--- config.mk ---
export PLATFORM = sky130hd
export DESIGN_NAME = bezier_point_evaluator_top
export DESIGN_NICKNAME = d
export VERILOG_FILES = /design/src/sv/bpe_pkg.sv /design/src/sv/bpe_cfg_regs.sv /design/src/sv/bpe_ctrl.sv /design/src/sv/bpe_datapath.sv /design/src/sv/bezier_point_evaluator_top.sv
export SDC_FILE = /design/constraint.sdc
export NUM_CORES = 2
export LEC_CHECK = 0
export ABC_AREA = 1
export CELL_PAD_IN_SITES_DETAIL_PLACEMENT = 1
export CELL_PAD_IN_SITES_GLOBAL_PLACEMENT = 2
export CORE_AREA = 4 4 398 400
export DETAILED_ROUTE_END_ITERATION = 7
export DIE_AREA = 0 0 402 404
export DONT_BUFFER_PORTS = 1
export GPL_TIMING_DRIVEN = 0
export PLACE_DENSITY_LB_ADDON = 0.25
export REMOVE_ABC_BUFFERS = 1
export SETUP_SLACK_MARGIN = 0.2
export SYNTH_ARGS = -nofsm -noshare
export SYNTH_HDL_FRONTEND = slang
export SYNTH_SLANG_ARGS = --single-unit
--- constraint.sdc ---
create_clock -name i_clk -period 17.8 [get_ports i_clk]
set_input_delay 1.78 -clock i_clk [delete_from_list [all_inputs] [get_ports i_clk]]
set_output_delay 1.78 -clock i_clk [all_outputs]
set_load 0.01 [all_outputs]
--- src/sv/bpe_pkg.sv ---
// Package for the Bezier point evaluator: sizes, point type, codes and
// the command struct between controller and datapath. No dependencies.
package bpe_pkg;

    localparam int MAX_POINTS  = 7;
    localparam int COORD_WIDTH = 16;
    localparam int MIN_POINTS  = 2;

    localparam int T_WIDTH = 17;
    localparam int T_SHIFT = 16;
    localparam logic [T_WIDTH-1:0] T_ONE = T_WIDTH'(1 << T_SHIFT);

    localparam int IDX_W      = $clog2(MAX_POINTS);
    localparam int PC_W       = $clog2(MAX_POINTS + 1);
    localparam int CFG_IDX_W  = $clog2(MAX_POINTS + 1);
    localparam int CFG_DATA_W = 3 * COORD_WIDTH;

    typedef struct packed {
        logic signed [COORD_WIDTH-1:0] z;
        logic signed [COORD_WIDTH-1:0] y;
        logic signed [COORD_WIDTH-1:0] x;
    } t_point;

    typedef enum logic [CFG_IDX_W-1:0] {
        CFG_POINT_COUNT = CFG_IDX_W'(0),
        CFG_POINT_BASE  = CFG_IDX_W'(1)
    } t_cfg_idx;

    typedef enum logic [1:0] {
        ST_IDLE,
        ST_RUN,
        ST_FINISH
    } t_state;

    typedef struct packed {
        logic             load;
        logic             step;
        logic             last;
        logic [IDX_W-1:0] wr_idx;
        logic             out_load;
        logic             out_ok;
    } t_cmd;

endpackage

--- src/sv/bpe_cfg_regs.sv ---
// Configuration registers of the Bezier point evaluator: point count and
// control points. Depends on bpe_pkg.
module bpe_cfg_regs
    import bpe_pkg::*;
(
    input  logic                  i_clk,
    input  logic                  i_rst_n,
    input  logic                  i_cfg_valid,
    input  logic [CFG_IDX_W-1:0]  i_cfg_index,
    input  logic [CFG_DATA_W-1:0] i_cfg_data,
    output logic [PC_W-1:0]       o_point_count,
    output t_point [MAX_POINTS-1:0] o_points
);

    logic [PC_W-1:0]         r_point_count;
    t_point [MAX_POINTS-1:0] r_points;
    logic [CFG_IDX_W-1:0]    pt_sel;

    assign pt_sel = i_cfg_index - CFG_POINT_BASE;

    always_ff @(posedge i_clk) begin
        if (!i_rst_n) begin
            r_point_count <= '0;
            r_points      <= '0;
        end else if (i_cfg_valid) begin
            if (i_cfg_index == CFG_POINT_COUNT) begin
                r_point_count <= i_cfg_data[PC_W-1:0];
            end else if (32'(i_cfg_index) <= MAX_POINTS) begin
                r_points[pt_sel[IDX_W-1:0]] <= t_point'(i_cfg_data);
            end
        end
    end

    assign o_point_count = r_point_count;
    assign o_points      = r_points;

endmodule

--- src/sv/bpe_ctrl.sv ---
// Controller of the Bezier point evaluator: sequences the lerp rounds and
// owns both handshakes. Depends on bpe_pkg.
module bpe_ctrl
    import bpe_pkg::*;
(
    input  logic            i_clk,
    input  logic            i_rst_n,
    input  logic            i_in_valid,
    output logic            o_in_stall,
    input  logic            i_out_stall,
    output logic            o_out_valid,
    input  logic [PC_W-1:0] i_point_count,
    output t_cmd            o_cmd
);

    t_state          r_state, n_state;
    logic [PC_W-1:0] r_len, n_len;
    logic [PC_W-1:0] r_left, n_left;
    logic            r_ok, n_ok;
    logic            r_out_valid, n_out_valid;
    logic [PC_W-1:0] pts_used;

    assign pts_used = (i_point_count > PC_W'(MAX_POINTS)) ? PC_W'(MAX_POINTS)
                                                          : i_point_count;

    always_ff @(posedge i_clk) begin
        if (!i_rst_n) begin
            r_state     <= ST_IDLE;
            r_len       <= '0;
            r_left      <= '0;
            r_ok        <= 1'b0;
            r_out_valid <= 1'b0;
        end else begin
            r_state     <= n_state;
            r_len       <= n_len;
            r_left      <= n_left;
            r_ok        <= n_ok;
            r_out_valid <= n_out_valid;
        end
    end

    always_comb begin
        n_state     = r_state;
        n_len       = r_len;
        n_left      = r_left;
        n_ok        = r_ok;
        // drop the result once the receiver takes it
        n_out_valid = r_out_valid & i_out_stall;
        o_cmd       = '0;
        o_cmd.out_ok = r_ok;
        unique case (r_state)
            ST_IDLE: begin
                if (i_in_valid) begin
                    o_cmd.load = 1'b1;
                    n_len      = pts_used;
                    n_left     = pts_used - PC_W'(1);
                    if (pts_used < PC_W'(MIN_POINTS)) begin
                        n_ok    = 1'b0;
                        n_state = ST_FINISH;
                    end else begin
                        n_ok    = 1'b1;
                        n_state = ST_RUN;
                    end
                end
            end
            ST_RUN: begin
                o_cmd.step = 1'b1;
                if (r_left == PC_W'(1)) begin
                    // last lerp of a round: the queue shrinks by one
                    o_cmd.last   = 1'b1;
                    o_cmd.wr_idx = IDX_W'(r_len - PC_W'(2));
                    if (r_len == PC_W'(MIN_POINTS)) begin
                        n_state = ST_FINISH;
                    end else begin
                        n_len  = r_len - PC_W'(1);
                        n_left = r_len - PC_W'(2);
                    end
                end else begin
                    o_cmd.wr_idx = IDX_W'(r_len - PC_W'(1));
                    n_left       = r_left - PC_W'(1);
                end
            end
            ST_FINISH: begin
                if (!r_out_valid || !i_out_stall) begin
                    o_cmd.out_load = 1'b1;
                    n_out_valid    = 1'b1;
                    n_state        = ST_IDLE;
                end
            end
            default: n_state = ST_IDLE;
        endcase
    end

    assign o_in_stall  = (r_state != ST_IDLE);
    assign o_out_valid = r_out_valid;

endmodule

--- src/sv/bpe_datapath.sv ---
// Datapath of the Bezier point evaluator: point queue, shared 3-component
// lerp unit and result register. Depends on bpe_pkg.
module bpe_datapath
    import bpe_pkg::*;
(
    input  logic                          i_clk,
    input  t_cmd                          i_cmd,
    input  logic [T_WIDTH-1:0]            i_curve_param,
    input  t_point [MAX_POINTS-1:0]       i_points,
    output logic signed [COORD_WIDTH-1:0] o_out_x,
    output logic signed [COORD_WIDTH-1:0] o_out_y,
    output logic signed [COORD_WIDTH-1:0] o_out_z,
    output logic                          o_point_valid
);

    localparam int PROD_W = COORD_WIDTH + T_WIDTH + 2;

    t_point [MAX_POINTS-1:0] r_q, n_q;
    logic [T_WIDTH-1:0]      r_t;
    t_point                  r_out;
    logic                    r_out_ok;
    t_point                  lerp_res;

    // a + floor((b - a) * t / 2^16); result always lies between a and b
    function automatic logic signed [COORD_WIDTH-1:0] lerp1(
        input logic signed [COORD_WIDTH-1:0] a,
        input logic signed [COORD_WIDTH-1:0] b,
        input logic [T_WIDTH-1:0]            t
    );
        logic signed [COORD_WIDTH:0] d;
        logic signed [PROD_W-1:0]    p;
        logic signed [PROD_W-1:0]    s;
        d = (COORD_WIDTH+1)'(b) - (COORD_WIDTH+1)'(a);
        p = PROD_W'(d) * PROD_W'(signed'({1'b0, t}));
        s = PROD_W'(a) + (p >>> T_SHIFT);
        return s[COORD_WIDTH-1:0];
    endfunction

    assign lerp_res.x = lerp1(r_q[0].x, r_q[1].x, r_t);
    assign lerp_res.y = lerp1(r_q[0].y, r_q[1].y, r_t);
    assign lerp_res.z = lerp1(r_q[0].z, r_q[1].z, r_t);

    always_comb begin
        n_q = r_q;
        if (i_cmd.load) begin
            n_q = i_points;
        end else if (i_cmd.step) begin
            for (int k = 0; k < MAX_POINTS; k++) begin
                if (i_cmd.last) begin
                    n_q[k] = (k + 2 < MAX_POINTS) ? r_q[(k + 2) % MAX_POINTS] : r_q[k];
                end else begin
                    n_q[k] = (k + 1 < MAX_POINTS) ? r_q[(k + 1) % MAX_POINTS] : r_q[k];
                end
                if (IDX_W'(k) == i_cmd.wr_idx) begin
                    n_q[k] = lerp_res;
                end
            end
        end
    end

    always_ff @(posedge i_clk) begin
        r_q <= n_q;
        if (i_cmd.load) begin
            r_t <= (i_curve_param > T_ONE) ? T_ONE : i_curve_param;
        end
        if (i_cmd.out_load) begin
            r_out    <= i_cmd.out_ok ? r_q[0] : '0;
            r_out_ok <= i_cmd.out_ok;
        end
    end

    assign o_out_x       = r_out.x;
    assign o_out_y       = r_out.y;
    assign o_out_z       = r_out.z;
    assign o_point_valid = r_out_ok;

endmodule

--- src/sv/bezier_point_evaluator_top.sv ---
// Top level of the Bezier point evaluator (de Casteljau, fixed point).
// Depends on bpe_pkg, bpe_cfg_regs, bpe_ctrl and bpe_datapath.
// Configuration: write point_count at index 0 and control points 0..6 at
//   indices 1..7 (z in bits 47..32, y in 31..16, x in 15..0, signed).
//   o_cfg_ready is always high; write only while no request is in flight.
// Input: a request carries curve parameter t (Q1.16, values above 1.0 clamp
//   to 1.0). It is taken when i_in_valid is high and o_in_stall low.
// Output: one result per request (x, y, z, point_valid), taken when
//   o_out_valid is high and i_out_stall low. With fewer than two points the
//   result is all zero and point_valid is low.
// Sequence: the shared lerp unit does one x/y/z lerp per cycle, so n points
//   need n*(n-1)/2 lerps in the run state (none for fewer than two points);
//   the finish step then loads the result register and returns to idle.
//   A request is taken only in idle, so the next one waits until the
//   current result has been loaded.
// Stall: the result register decouples the sides, so a new request is taken
//   while a result still waits. If the receiver stalls, the next result holds
//   in the finish step until the register frees up.
// Reset: synchronous, active low; clears the configuration and the
//   controller, leaving the block idle with no result pending.
module bezier_point_evaluator_top
    import bpe_pkg::*;
(
    input  logic                          i_clk,
    input  logic                          i_rst_n,
    // request channel
    input  logic                          i_in_valid,
    output logic                          o_in_stall,
    input  logic [T_WIDTH-1:0]            i_curve_param,
    // result channel
    output logic                          o_out_valid,
    input  logic                          i_out_stall,
    output logic signed [COORD_WIDTH-1:0] o_out_x,
    output logic signed [COORD_WIDTH-1:0] o_out_y,
    output logic signed [COORD_WIDTH-1:0] o_out_z,
    output logic                          o_point_valid,
    // configuration write channel
    input  logic                          i_cfg_valid,
    output logic                          o_cfg_ready,
    input  logic [CFG_IDX_W-1:0]          i_cfg_index,
    input  logic [CFG_DATA_W-1:0]         i_cfg_data
);

    logic [PC_W-1:0]         point_count;
    t_point [MAX_POINTS-1:0] points;
    t_cmd                    cmd;

    // config writes are never stalled
    assign o_cfg_ready = 1'b1;

    bpe_cfg_regs u_cfg (
        .i_clk         (i_clk),
        .i_rst_n       (i_rst_n),
        .i_cfg_valid   (i_cfg_valid),
        .i_cfg_index   (i_cfg_index),
        .i_cfg_data    (i_cfg_data),
        .o_point_count (point_count),
        .o_points      (points)
    );

    bpe_ctrl u_ctrl (
        .i_clk         (i_clk),
        .i_rst_n       (i_rst_n),
        .i_in_valid    (i_in_valid),
        .o_in_stall    (o_in_stall),
        .i_out_stall   (i_out_stall),
        .o_out_valid   (o_out_valid),
        .i_point_count (point_count),
        .o_cmd         (cmd)
    );

    bpe_datapath u_dp (
        .i_clk         (i_clk),
        .i_cmd         (cmd),
        .i_curve_param (i_curve_param),
        .i_points      (points),
        .o_out_x       (o_out_x),
        .o_out_y       (o_out_y),
        .o_out_z       (o_out_z),
        .o_point_valid (o_point_valid)
    );

    // an accepted request keeps the input side busy in the next cycle
    a_busy_after_accept: assert property (@(posedge i_clk) disable iff (!i_rst_n)
        (i_in_valid && !o_in_stall) |=> o_in_stall)
        else $error("request accepted but input side not busy");

    // load, lerp step and result load never overlap
    a_cmd_exclusive: assert property (@(posedge i_clk) disable iff (!i_rst_n)
        $onehot0({cmd.load, cmd.step, cmd.out_load}))
        else $error("overlapping datapath commands");

    // a result shows up only after the result register was loaded
    a_valid_from_load: assert property (@(posedge i_clk) disable iff (!i_rst_n)
        $rose(o_out_valid) |-> $past(cmd.out_load))
        else $error("result valid without result load");

endmodule
==> impl_metrics.toml <==
[cts]
cts.sinks = 751
htree_levels = 3
cts_root_buffer = "clkbuf_16"
hold_buffers = 0
clk_latency_ps = 720
post_cts_buffers = 0
cts-resized-gates = 0
cts_tree = "built"
cts_made_buffers = 90
cts.path.max_buffers = 3
cts.reportedPaths.clkPinSlew_ps = 60

[sta]
finalHoldViolations = 0
timing.final.crit_period_ps = 11220
fmax_mhz = 89.1
fin_worst_skew_ps = 65.4
relSlewSlack = 0.00564
setup_viol = 0
worst_slack_ps = 6580
rsz0062_at_grt = "no"
holdWs_ps = 482
drv_slew = 0
fin_crit_sh = 0.630
tightest_slew_ps = 1480

[global_routing]
grt_first_pass_wirelength_um = 366000
grt_usage = 0.291
grt_max_degree = 345
grt_pass1_vias = 60600
antenna_found_initial = 3
grt_overflow = 0

[synth]
synth.most_common_cell = "nand2_1"
synth_top_area_frac = 0.204
async_flop_share = 0
syn_area_um2 = 66400
synth-xor-area-share = 0.0122
synth.area.mux_share = 0
seq_area_frac_synth = 0.287
synthSimpleGateAreaFrac = 0.214
synth_area_leaders = "fa_1 20%, edfxtp_1 18%, dfxtp_1 11%"
ys_seq_elements = 751
synth_flop_cell = "edfxtp_1"
synth_common_cells = "1738 x nand2_1, 1543 x nor2_1, 1294 x inv_1"
synthAdderAreaFrac = 0.284
synthCells = 8592
synth_top_family_by_area = "adder cells"
synth.largest_area_cell = "fa_1"
avgSynthCellArea_um2 = 7.72
synth_cell_types = 57
synth_compound_area_frac = 0.102
yosysWarnings = 0
synth-edff-count = 402

[place]
gp_congestion = 0.892
port_buffers = 0
placed_cells = 10300
place_hpwl_um = 170000
preCtsSetupSlack_ps = 6840

[die]
ios = 125
die_h_um = 404
die_width_um = 402
fp-row-count = 145
core_area_um2 = 155000
dieArea_um2 = 162000
initial_utilization = 0.427

[worst_setup_path]
cp_data_required_time_ps = 18320
crit_arrival_ps = 11740
cp_slowest_cell = "xnor2_1"
cp_max_fo = 10
startpoint_type = "flop"
endpoint_kind = "flop"
path_class = "flop to flop"
max_stage_delay_ps = 980

[finish]
instances_no_fill = 10500
drive_gt1_frac = 0.0393
area_delta_synth_final_pct = 9.32
nNetsFinal = 9525
fillers = 18900

[routing]
vias = 57600
dr.pass1.iters = 5
ant_nets = 0
drt_iter0_drc = 4183
wire_per_inst_um = 22.7
via_per_inst = 5.49
drt_wl_total_um = 238000
route.detailed.drc = 0

[min_path]
hold_class = "flop to flop"

[flow_run]
maxCapViolations = 1

[status]
status = "finished with violations"
violations = "max-capacitance violations"
## sequential cells by signal (all words and copies together) (netlist names)
name                 flops
u_ctrl.r_state           2
u_dp.o_out_y            16
u_dp.r_t                17
u_dp.o_out_x            16
u_cfg.o_points         336
u_dp.o_out_z            16
u_ctrl.o_out_valid       1
u_ctrl.r_ok              1
u_ctrl.r_len             3
u_cfg.o_point_count      3
u_dp.r_q               336
u_ctrl.r_left            3
u_dp.o_point_valid       1
## placed cells by master, fill, tap and decap left out, drive strengths merged, types with 56 or more instances in the layout
| master | count |
|---|---|
| fa | 675 |
| nand3 | 236 |
| a31oi | 85 |
| dfxtp | 349 |
| ha | 425 |
| buf | 96 |
| o21ai | 863 |
| inv | 1314 |
| a21oi | 218 |
| edfxtp | 402 |
| nand2 | 1744 |
| clkbuf | 136 |
| nor2 | 1553 |
| xor2 | 56 |
## critical path, delay by kind of cell, from the launching register on
family / cells / cell delay, ps
simple gates: 9 / 1460
buf+inv: 7 / 1350
fa+ha+maj: 9 / 3940
compound gates: 12 / 2530
flops: 1 / 570
xor+xnor: 2 / 1170
## worst paths after layout
path | startpoint | end | slack, ps | depth (start not counted)
setup reg to reg | u_dp.r_q[50] | u_dp.r_q[252] | 6580 | 39
hold / removal | u_cfg.o_points[310] | u_cfg.o_points[310] | 480 | 2
hold reg to reg | u_cfg.o_points[310] | u_cfg.o_points[310] | 480 | 2
setup / recovery | u_dp.r_q[50] | u_dp.r_q[252] | 6580 | 39
## area by class of cell
cell class / instances / area [µm²] / share of cell area
sequential: 751 / 19100 / 0.263
inverter: 1328 / 5040 / 0.0694
multi-input combinational: 6085 / 40700 / 0.562
tap: 2058 / 2570 / 0.0355
clock buffer: 136 / 2560 / 0.0352
clock inverter: 33 / 390 / 0.00538
antenna: 2 / 5.00 / 0.0000690
timing repair buffer: 96 / 2170 / 0.0300
## logic make-up (layout without fill, tap and decap cells)
group	count (synthesis)	in the layout
simple gates	3625	3625
buf+inv	1756	1593
compound gates	1268	1268
fa+ha+maj	1100	1100
flops	751	751
xor+xnor	91	91
other cells	1	3
## metal layers
| metal | GRT usage | routed length (µm) |
|---|---|---|
| met1 | 0.409 | 109000 |
| met2 | 0.481 | 110000 |
| met3 | 0.0323 | 12600 |
| met4 | 0.0754 | 6450 |
| met5 | 0 | 17 |
## metrics by stage
step,util,setup TNS [ps],cell area (µm²)
finish,0.467,0,72500
global placement,0.433,-9448900,67200
floorplan,-,-2257560,64700
detailed placement,0.448,0,69600
CTS,0.467,0,72500
global route,0.467,0,72500
Power is not shown: default switching activity piles up to over one toggle a cycle in this logic, so the estimate is an artifact.
